==> src/wsa_pkg.sv <==
package wsa_pkg;

  localparam int MAX_SAMPLES = 1023;

  // sample counter and derived accumulator widths
  localparam int CNT_W  = $clog2(MAX_SAMPLES + 1);
  localparam int VSUM_W = 13 + CNT_W;
  localparam int PSUM_W = 16 + CNT_W;
  localparam int TSUM_W = 16 + CNT_W;
  localparam int HSUM_W = 14 + CNT_W;
  localparam int CSUM_W = 16 + CNT_W;
  localparam int DVD_W  = 16 + CNT_W;
  localparam int SAMP_W = 10;
  localparam int AVG_W  = 16;
  localparam int NUM_CH = 8;

  localparam logic ACT_ACC   = 1'b0;
  localparam logic ACT_CLOSE = 1'b1;

  // channel slots of the average store, in output order
  localparam logic [2:0] CH_VOC  = 3'd0;
  localparam logic [2:0] CH_PM1  = 3'd1;
  localparam logic [2:0] CH_PM25 = 3'd2;
  localparam logic [2:0] CH_PM4  = 3'd3;
  localparam logic [2:0] CH_PM10 = 3'd4;
  localparam logic [2:0] CH_TEMP = 3'd5;
  localparam logic [2:0] CH_HUM  = 3'd6;
  localparam logic [2:0] CH_CO2  = 3'd7;

  typedef struct packed {
    logic               action;
    logic               group_one_valid;
    logic [12:0]        voc_index;
    logic [15:0]        pm_one;
    logic [15:0]        pm_two_five;
    logic [15:0]        pm_four;
    logic [15:0]        pm_ten;
    logic signed [15:0] temperature;
    logic [13:0]        humidity;
    logic               group_two_valid;
    logic [15:0]        carbon_dioxide;
  } in_item_t;

  typedef struct packed {
    logic [12:0]        avg_voc;
    logic [15:0]        avg_pm_one;
    logic [15:0]        avg_pm_two_five;
    logic [15:0]        avg_pm_four;
    logic [15:0]        avg_pm_ten;
    logic signed [15:0] avg_temperature;
    logic [13:0]        avg_humidity;
    logic [15:0]        avg_co2;
    logic [9:0]         samples_one;
    logic [9:0]         samples_two;
  } out_item_t;

  typedef struct packed {
    logic       acc;
    logic       div_start;
    logic       avg_wr;
    logic       emit;
    logic [2:0] idx;
  } cmd_t;

  typedef struct packed {
    logic skip;
    logic div_done;
    logic out_free;
  } sts_t;

endpackage

==> src/wsa_div.sv <==
module wsa_div (
  input  logic                      clk,
  input  logic                      rst_n,
  input  logic                      start,
  input  logic [wsa_pkg::DVD_W-1:0] dividend,
  input  logic [wsa_pkg::CNT_W-1:0] divisor,
  output logic                      done,
  output logic [wsa_pkg::DVD_W-1:0] quotient
);
  import wsa_pkg::*;

  localparam int STEP_W = $clog2(DVD_W + 1);

  logic              busy_r;
  logic              done_r;
  logic [STEP_W-1:0] cnt_r;
  logic [CNT_W-1:0]  rem_r;
  logic [CNT_W-1:0]  rem_nxt;
  logic [DVD_W-1:0]  quo_r;
  logic [DVD_W-1:0]  quo_nxt;
  logic [CNT_W-1:0]  div_r;
  logic [CNT_W:0]    shifted;
  logic              ge;

  // restoring division, one quotient bit per cycle
  always_comb begin
    shifted = {rem_r, quo_r[DVD_W-1]};
    ge      = shifted >= {1'b0, div_r};
    rem_nxt = ge ? CNT_W'(shifted - {1'b0, div_r}) : CNT_W'(shifted);
    quo_nxt = {quo_r[DVD_W-2:0], ge};
  end

  always_ff @(posedge clk) begin
    if (!rst_n) begin
      busy_r <= 1'b0;
      done_r <= 1'b0;
    end else begin
      done_r <= 1'b0;
      if (start) begin
        busy_r <= 1'b1;
      end else if (busy_r && cnt_r == STEP_W'(1)) begin
        busy_r <= 1'b0;
        done_r <= 1'b1;
      end
    end
  end

  always_ff @(posedge clk) begin
    if (start) begin
      cnt_r <= STEP_W'(DVD_W);
      rem_r <= '0;
      quo_r <= dividend;
      div_r <= divisor;
    end else if (busy_r) begin
      cnt_r <= cnt_r - STEP_W'(1);
      rem_r <= rem_nxt;
      quo_r <= quo_nxt;
    end
  end

  assign done     = done_r;
  assign quotient = quo_r;

endmodule

==> src/wsa_dp.sv <==
module wsa_dp (
  input  logic               clk,
  input  logic               rst_n,
  input  wsa_pkg::in_item_t  in_data,
  input  wsa_pkg::cmd_t      cmd,
  output wsa_pkg::sts_t      sts,
  output logic               out_valid,
  input  logic               out_stall,
  output wsa_pkg::out_item_t out_data
);
  import wsa_pkg::*;

  logic [VSUM_W-1:0]        sum_voc_r;
  logic [PSUM_W-1:0]        sum_pm_r [4];
  logic signed [TSUM_W-1:0] sum_temp_r;
  logic [HSUM_W-1:0]        sum_hum_r;
  logic [CSUM_W-1:0]        sum_co2_r;
  logic [CNT_W-1:0]         count_one_r;
  logic [CNT_W-1:0]         count_two_r;
  logic [AVG_W-1:0]         last_avg_r [NUM_CH];
  logic                     out_valid_r;
  out_item_t                out_data_r;

  logic              temp_neg;
  logic [TSUM_W-1:0] temp_mag;
  logic [DVD_W-1:0]  dividend;
  logic [CNT_W-1:0]  divisor;
  logic              div_done;
  logic [DVD_W-1:0]  quotient;
  logic [AVG_W-1:0]  quo_avg;
  logic [AVG_W-1:0]  wr_val;
  logic              one_take;
  logic              two_take;
  logic              out_free;

  assign temp_neg = sum_temp_r[TSUM_W-1];
  assign temp_mag = temp_neg ? TSUM_W'(-sum_temp_r) : TSUM_W'(sum_temp_r);

  always_comb begin
    case (cmd.idx)
      CH_VOC:  dividend = DVD_W'(sum_voc_r);
      CH_PM1:  dividend = DVD_W'(sum_pm_r[0]);
      CH_PM25: dividend = DVD_W'(sum_pm_r[1]);
      CH_PM4:  dividend = DVD_W'(sum_pm_r[2]);
      CH_PM10: dividend = DVD_W'(sum_pm_r[3]);
      CH_TEMP: dividend = DVD_W'(temp_mag);
      CH_HUM:  dividend = DVD_W'(sum_hum_r);
      CH_CO2:  dividend = DVD_W'(sum_co2_r);
      default: dividend = '0;
    endcase
  end

  assign divisor = (cmd.idx == CH_CO2) ? count_two_r : count_one_r;

  wsa_div u_div (
    .clk      (clk),
    .rst_n    (rst_n),
    .start    (cmd.div_start),
    .dividend (dividend),
    .divisor  (divisor),
    .done     (div_done),
    .quotient (quotient)
  );

  // temperature divides as a magnitude; sign restored here
  assign quo_avg = AVG_W'(quotient);
  assign wr_val  = (cmd.idx == CH_TEMP && temp_neg) ? AVG_W'(-quo_avg) : quo_avg;

  assign one_take = cmd.acc && in_data.group_one_valid
                    && (count_one_r < CNT_W'(MAX_SAMPLES));
  assign two_take = cmd.acc && in_data.group_two_valid
                    && (count_two_r < CNT_W'(MAX_SAMPLES));
  assign out_free = !out_valid_r || !out_stall;

  always_ff @(posedge clk) begin
    if (!rst_n) begin
      sum_voc_r   <= '0;
      sum_pm_r    <= '{default: '0};
      sum_temp_r  <= '0;
      sum_hum_r   <= '0;
      sum_co2_r   <= '0;
      count_one_r <= '0;
      count_two_r <= '0;
      last_avg_r  <= '{default: '0};
    end else begin
      if (one_take) begin
        sum_voc_r   <= sum_voc_r + VSUM_W'(in_data.voc_index);
        sum_pm_r[0] <= sum_pm_r[0] + PSUM_W'(in_data.pm_one);
        sum_pm_r[1] <= sum_pm_r[1] + PSUM_W'(in_data.pm_two_five);
        sum_pm_r[2] <= sum_pm_r[2] + PSUM_W'(in_data.pm_four);
        sum_pm_r[3] <= sum_pm_r[3] + PSUM_W'(in_data.pm_ten);
        sum_temp_r  <= sum_temp_r + TSUM_W'(in_data.temperature);
        sum_hum_r   <= sum_hum_r + HSUM_W'(in_data.humidity);
        count_one_r <= count_one_r + CNT_W'(1);
      end
      if (two_take) begin
        sum_co2_r   <= sum_co2_r + CSUM_W'(in_data.carbon_dioxide);
        count_two_r <= count_two_r + CNT_W'(1);
      end
      if (cmd.avg_wr) begin
        last_avg_r[cmd.idx] <= wr_val;
      end
      if (cmd.emit) begin
        sum_voc_r   <= '0;
        sum_pm_r    <= '{default: '0};
        sum_temp_r  <= '0;
        sum_hum_r   <= '0;
        sum_co2_r   <= '0;
        count_one_r <= '0;
        count_two_r <= '0;
      end
    end
  end

  always_ff @(posedge clk) begin
    if (!rst_n) begin
      out_valid_r <= 1'b0;
    end else if (cmd.emit) begin
      out_valid_r <= 1'b1;
    end else if (!out_stall) begin
      out_valid_r <= 1'b0;
    end
  end

  always_ff @(posedge clk) begin
    if (cmd.emit) begin
      out_data_r.avg_voc         <= 13'(last_avg_r[CH_VOC]);
      out_data_r.avg_pm_one      <= last_avg_r[CH_PM1];
      out_data_r.avg_pm_two_five <= last_avg_r[CH_PM25];
      out_data_r.avg_pm_four     <= last_avg_r[CH_PM4];
      out_data_r.avg_pm_ten      <= last_avg_r[CH_PM10];
      out_data_r.avg_temperature <= last_avg_r[CH_TEMP];
      out_data_r.avg_humidity    <= 14'(last_avg_r[CH_HUM]);
      out_data_r.avg_co2         <= last_avg_r[CH_CO2];
      out_data_r.samples_one     <= SAMP_W'(count_one_r);
      out_data_r.samples_two     <= SAMP_W'(count_two_r);
    end
  end

  assign sts.skip     = (divisor == '0);
  assign sts.div_done = div_done;
  assign sts.out_free = out_free;

  assign out_valid = out_valid_r;
  assign out_data  = out_data_r;

endmodule

==> src/wsa_ctrl.sv <==
module wsa_ctrl (
  input  logic          clk,
  input  logic          rst_n,
  input  logic          in_valid,
  input  logic          action,
  output logic          in_stall,
  input  wsa_pkg::sts_t sts,
  output wsa_pkg::cmd_t cmd
);
  import wsa_pkg::*;

  localparam logic [1:0] ST_IDLE  = 2'd0;
  localparam logic [1:0] ST_CHECK = 2'd1;
  localparam logic [1:0] ST_WAIT  = 2'd2;
  localparam logic [1:0] ST_EMIT  = 2'd3;

  logic [1:0] state_r;
  logic [1:0] state_nxt;
  logic [2:0] idx_r;
  logic [2:0] idx_nxt;
  logic       take;

  assign in_stall = (state_r != ST_IDLE);
  assign take     = in_valid && !in_stall;

  always_comb begin
    state_nxt     = state_r;
    idx_nxt       = idx_r;
    cmd.acc       = 1'b0;
    cmd.div_start = 1'b0;
    cmd.avg_wr    = 1'b0;
    cmd.emit      = 1'b0;
    cmd.idx       = idx_r;
    case (state_r)
      ST_IDLE: begin
        if (take && action == ACT_ACC) begin
          cmd.acc = 1'b1;
        end else if (take && action == ACT_CLOSE) begin
          idx_nxt   = CH_VOC;
          state_nxt = ST_CHECK;
        end
      end
      ST_CHECK: begin
        // empty group keeps its previous average
        if (sts.skip) begin
          if (idx_r == CH_CO2) begin
            state_nxt = ST_EMIT;
          end else begin
            idx_nxt = idx_r + 3'd1;
          end
        end else begin
          cmd.div_start = 1'b1;
          state_nxt     = ST_WAIT;
        end
      end
      ST_WAIT: begin
        if (sts.div_done) begin
          cmd.avg_wr = 1'b1;
          if (idx_r == CH_CO2) begin
            state_nxt = ST_EMIT;
          end else begin
            idx_nxt   = idx_r + 3'd1;
            state_nxt = ST_CHECK;
          end
        end
      end
      ST_EMIT: begin
        if (sts.out_free) begin
          cmd.emit  = 1'b1;
          state_nxt = ST_IDLE;
        end
      end
      default: begin
        state_nxt = ST_IDLE;
      end
    endcase
  end

  always_ff @(posedge clk) begin
    if (!rst_n) begin
      state_r <= ST_IDLE;
      idx_r   <= CH_VOC;
    end else begin
      state_r <= state_nxt;
      idx_r   <= idx_nxt;
    end
  end

endmodule

==> src/windowed_sensor_averager_unit.sv <==
// Accumulate request: taken while idle; the next request may follow at once.
// Close request: one shared restoring divider serves the eight channels in turn and
// skips empty ones, which keep their averages; the output register is then loaded
// once it is free. A held result does not block accumulate requests; a second
// close waits for it. Synchronous active-low reset zeroes all sums, counts and kept averages.
module windowed_sensor_averager_unit (
  input  logic               clk,
  input  logic               rst_n,
  input  logic               in_valid,
  output logic               in_stall,
  input  wsa_pkg::in_item_t  in_data,
  output logic               out_valid,
  input  logic               out_stall,
  output wsa_pkg::out_item_t out_data
);
  import wsa_pkg::*;

  cmd_t cmd;
  sts_t sts;

  wsa_ctrl u_ctrl (
    .clk      (clk),
    .rst_n    (rst_n),
    .in_valid (in_valid),
    .action   (in_data.action),
    .in_stall (in_stall),
    .sts      (sts),
    .cmd      (cmd)
  );

  wsa_dp u_dp (
    .clk       (clk),
    .rst_n     (rst_n),
    .in_data   (in_data),
    .cmd       (cmd),
    .sts       (sts),
    .out_valid (out_valid),
    .out_stall (out_stall),
    .out_data  (out_data)
  );

endmodule

==> config.mk <==
export PLATFORM = sky130hd
export DESIGN_NAME = windowed_sensor_averager_unit
export DESIGN_NICKNAME = d
export VERILOG_FILES = /design/src/wsa_pkg.sv /design/src/wsa_div.sv /design/src/wsa_dp.sv /design/src/wsa_ctrl.sv /design/src/windowed_sensor_averager_unit.sv
export SDC_FILE = /design/constraint.sdc
export NUM_CORES = 1
export LEC_CHECK = 0
export BUFFER_PORTS_ARGS = -buffer_cell sky130_fd_sc_hd__buf_2
export CORE_MARGIN = 2
export CORE_UTILIZATION = 54
export DETAILED_ROUTE_END_ITERATION = 12
export HOLD_SLACK_MARGIN = 0.12
export PLACE_DENSITY = 0.84
export SLEW_MARGIN = 20
export SYNTH_ARGS = -nofsm -noshare
export SYNTH_HDL_FRONTEND = slang
export SYNTH_HIERARCHICAL = 1
export SYNTH_SLANG_ARGS = --single-unit
==> constraint.sdc <==
create_clock -name clk -period 6.1 [get_ports clk]
set_input_delay 0.915 -clock clk [delete_from_list [all_inputs] [get_ports clk]]
set_output_delay 0.915 -clock clk [all_outputs]
set_load 0.05 [all_outputs]
==> impl_metrics.toml <==
[worst_setup_path]
slowest_delay_ns = 0.61
cp-start-kind = "register"
critPathTopFamily = "simple AND/OR/NAND/NOR gates"
cp-endpoint = "u_dp/u_div/quotient[10]$_DFFE_PP_"
worst-path-max-fanout = 26
r2r_slack_ns = 2.24
crit_required_ns = 6.29
reg2regPathDepth = 10
worst-path-stages = 10
worstPathArrival_ns = 4.06
rr_startpoint = "u_ctrl/idx_r[0]$_SDFFE_PN0P_"
path_cells = "inv_1 > buf_4 > nor2_1 > nand2_1 > mux2_2 > nor4_1 > and3_1 > nor2b_4 > nor2_1 > inv_1"
cp_num_buf_inv = 3
cp_slowest_cell = "inv_1"
crit_type = "register to register"
cp-end-kind = "register"
r2r_end = "u_dp/u_div/quotient[10]$_DFFE_PP_"
crit_path_start = "u_ctrl/idx_r[0]$_SDFFE_PN0P_"

[layout]
finalNetCount = 3599
fin_cells = 4049
drive_gt1_share_pct = 15.8
area_growth_pct = 13.4
antenna_cells = 0

[cts]
cts_tree = "yes"
numClockSinks = 548
post_cts_hold_buffer_count = 0
cts_buffers = 55
root_buffer = "clkbuf_16"
htreeDepth = 2
ctsResizeCount = 0
cts_setup_buffers = 0
clk_pin_slew_ns = 0.07
max-clock-path-buffers = 3
clk_latency_ns = 0.66

[placement]
port_buffers = 274
gp_congestion = 0.959
dp_hpwl_um = 58300
placedCellCount = 3945

[pwr]
p_per_area_nw_per_um2 = 305
vdd_ir_drop_max_uv = 262
switchingPower_mw = 3.26
power_frac_comb_pct = 22.7
cellLeakagePower_nw = 13.9
clock_power_share_pct = 36.0
p_total_mw = 10.2
p_int_mw = 6.91
swShare_pct = 32.1
seqPwrFrac_pct = 41.3

[sta]
fin_skew_ns = 0.0470
fin_crit_ns = 3.86
fin_crit_sh_pct = 63.3
rsz0062_at_grt = "false"
setup_violations = 0
tightest_slew_ns = 1.12
clock.fmax_mhz = 259
hold_viol_final = 0
slew-limit-headroom_pct = 25.0
tns_ns = 0
drv_slew = 0

[synth]
yosys_warnings = 6
synth_top_family_by_area = "compound AO/OA/AOI/OAI gates"
synthAdderAreaFrac_pct = 7.15
synthesis.area_um2 = 29500
async_reset_ff_share_pct = 0
ys_types = 107
synth_compound_area_share_pct = 19.7
ys_ff_latch = 548
postSynthAreaPerCell_um2 = 9.50
post_synth_and_or_nand_nor_area_fraction_pct = 17.8
syn_inst = 3100
synth_xor_xnor_area_share_pct = 4.95
ys_seq_area_share_pct = 43.3
synthMuxAreaShare_pct = 3.90
synth_enable_flop_cells = 179
syn_nets = 3393
synth_ff_type = "dfxtp_1"

[floorplanning]
fp.dieArea_um2 = 56400
core_area_um2 = 53900
ioPinCount = 275
die_w_um = 238
die_h_um = 238
fp-row-count = 85
start_util_pct = 54.6

[job]
max-cap-violations = 0

[drt]
via_per_inst = 6.17
drc_errors = 0
drtAntennaViolNets = 0
routedWlPerCell_um = 20.4
via_count = 25000
drt_iter0_drc = 2789
wirelength_um = 82700
first_pass_iters = 9

[global_routing]
grtUsageTotal_pct = 28.4
gr-total-overflow = 0
grt_pass1_vias = 22800
antenna_found_initial = 3
grt_max_degree = 142
grt_first_pass_wirelength_um = 127000

[worst_hold_path]
min_path_type = "register to register"
whs_path_depth = 0

[run_status]
status = "complete, no violations"
[cells in the final DEF (no fill, tap or decap), types with 42 or more instances in the layout]
cell / instances
a21o_1: 50
a21oi_1: 227
buf_2: 273
clkbuf_16: 56
dfxtp_1: 367
edfxtp_1: 179
ha_1: 154
inv_1: 79
mux2_2: 42
mux2i_1: 53
nand2_1: 436
nand3_1: 101
nor2_1: 189
nor3_1: 44
o211a_1: 116
o21a_1: 44
o21ai_0: 112
xnor2_1: 86
xor2_1: 72
[synthesized netlist by cell type (all sizes together) (47+ instances only)]
master,count,share of area (%)
a21o,50,1.3
mux2i,54,1.8
o211a,116,3.9
xnor2,91,2.8
ha,154,6.5
nor3,47,0.83
nand2,438,5.6
nor2,196,2.5
inv,79,1.0
edfxtp,179,18
dfxtp,369,25
nand3,102,1.7
o21ai,126,2.2
xor2,73,2.2
a21oi,228,3.9
clkbuf,127,1.7
[kinds of logic (layout without fill, tap and decap cells)]
kind of cell	Yosys count	count (layout)
mux	102	102
flops	548	548
compound gates	807	807
fa+ha+maj	163	163
buf+inv	234	487
xor+xnor	164	164
simple gates	1082	1082
[worst min-delay path by stage]
stage / startpoint / to / slack [ns]
floorplan: u_dp/last_avg_r[96]$_SDFFE_PN0P_ / u_dp/out_data[114]$_DFFE_PP_ / 0.41
global placement: u_dp/last_avg_r[65]$_SDFFE_PN0P_ / u_dp/out_data[83]$_DFFE_PP_ / 0.41
detailed placement: u_dp/last_avg_r[122]$_SDFFE_PN0P_ / u_dp/out_data[140]$_DFFE_PP_ / 0.42
CTS: u_dp/last_avg_r[47]$_SDFFE_PN0P_ / u_dp/out_data[65]$_DFFE_PP_ / 0.40
global route: u_dp/last_avg_r[47]$_SDFFE_PN0P_ / u_dp/out_data[65]$_DFFE_PP_ / 0.43
finish: u_dp/last_avg_r[47]$_SDFFE_PN0P_ / u_dp/out_data[65]$_DFFE_PP_ / 0.40
[stage by stage]
step / utilization (%) / instance area (um^2) / setup slack [ns] / hold WS [ns]
CTS: 61.9 / 33400 / 2.35 / 0.402
global placement: 58.1 / 31400 / 2.32 / 0.411
finish: 61.9 / 33400 / 2.24 / 0.405
detailed placement: 58.2 / 31400 / 2.27 / 0.416
global route: 61.9 / 33400 / 1.98 / 0.427
floorplan: - / 29500 / 1.61 / 0.408
[final cells by class]
type,count,area [um^2]
inverters,80,300
clock buffers,69,1510
well taps,696,871
multi-input cells,2318,15800
flip-flops and latches,548,12800
clock inverters,35,482
repair buffers,303,1630
fillers,4314,20500
[registers in the layout, indices dropped and copies added, names as in the netlist]
signal,count
u_dp/count_two_r,10
u_dp/u_div/cnt_r,5
u_dp/count_one_r,10
u_dp/sum_temp_r,26
u_dp/u_div/rem_r,10
u_dp/u_div/busy_r,1
u_ctrl/idx_r,3
u_dp/out_valid,1
u_dp/last_avg_r,123
u_dp/sum_pm_r,104
u_dp/out_data,143
u_dp/u_div/quotient,26
u_dp/sum_hum_r,24
u_dp/sum_voc_r,23
u_dp/u_div/div_r,10
u_dp/u_div/done,1
u_dp/sum_co2_r,26
u_ctrl/state_r,2
[layer usage]
metal	wire length, um	global-route usage (%)
met5	23	0
met4	3880	12.6
met3	7170	4.51
met2	37400	45.5
met1	34200	37.9
[power groups by stage]
stage | Clock, mW | Combinational (mW) | Sequential [mW]
6_report | 3.66 | 2.31 | 4.20
5_1_grt | 3.85 | 2.49 | 4.21
4_1_cts | 3.69 | 2.27 | 4.19
3_5_place_dp | 0 | 2.24 | 4.27
3_3_place_gp | 0 | 2.20 | 4.26
2_1_floorplan | 0 | 1.47 | 4.41
(Power assumes the default switching activity.)
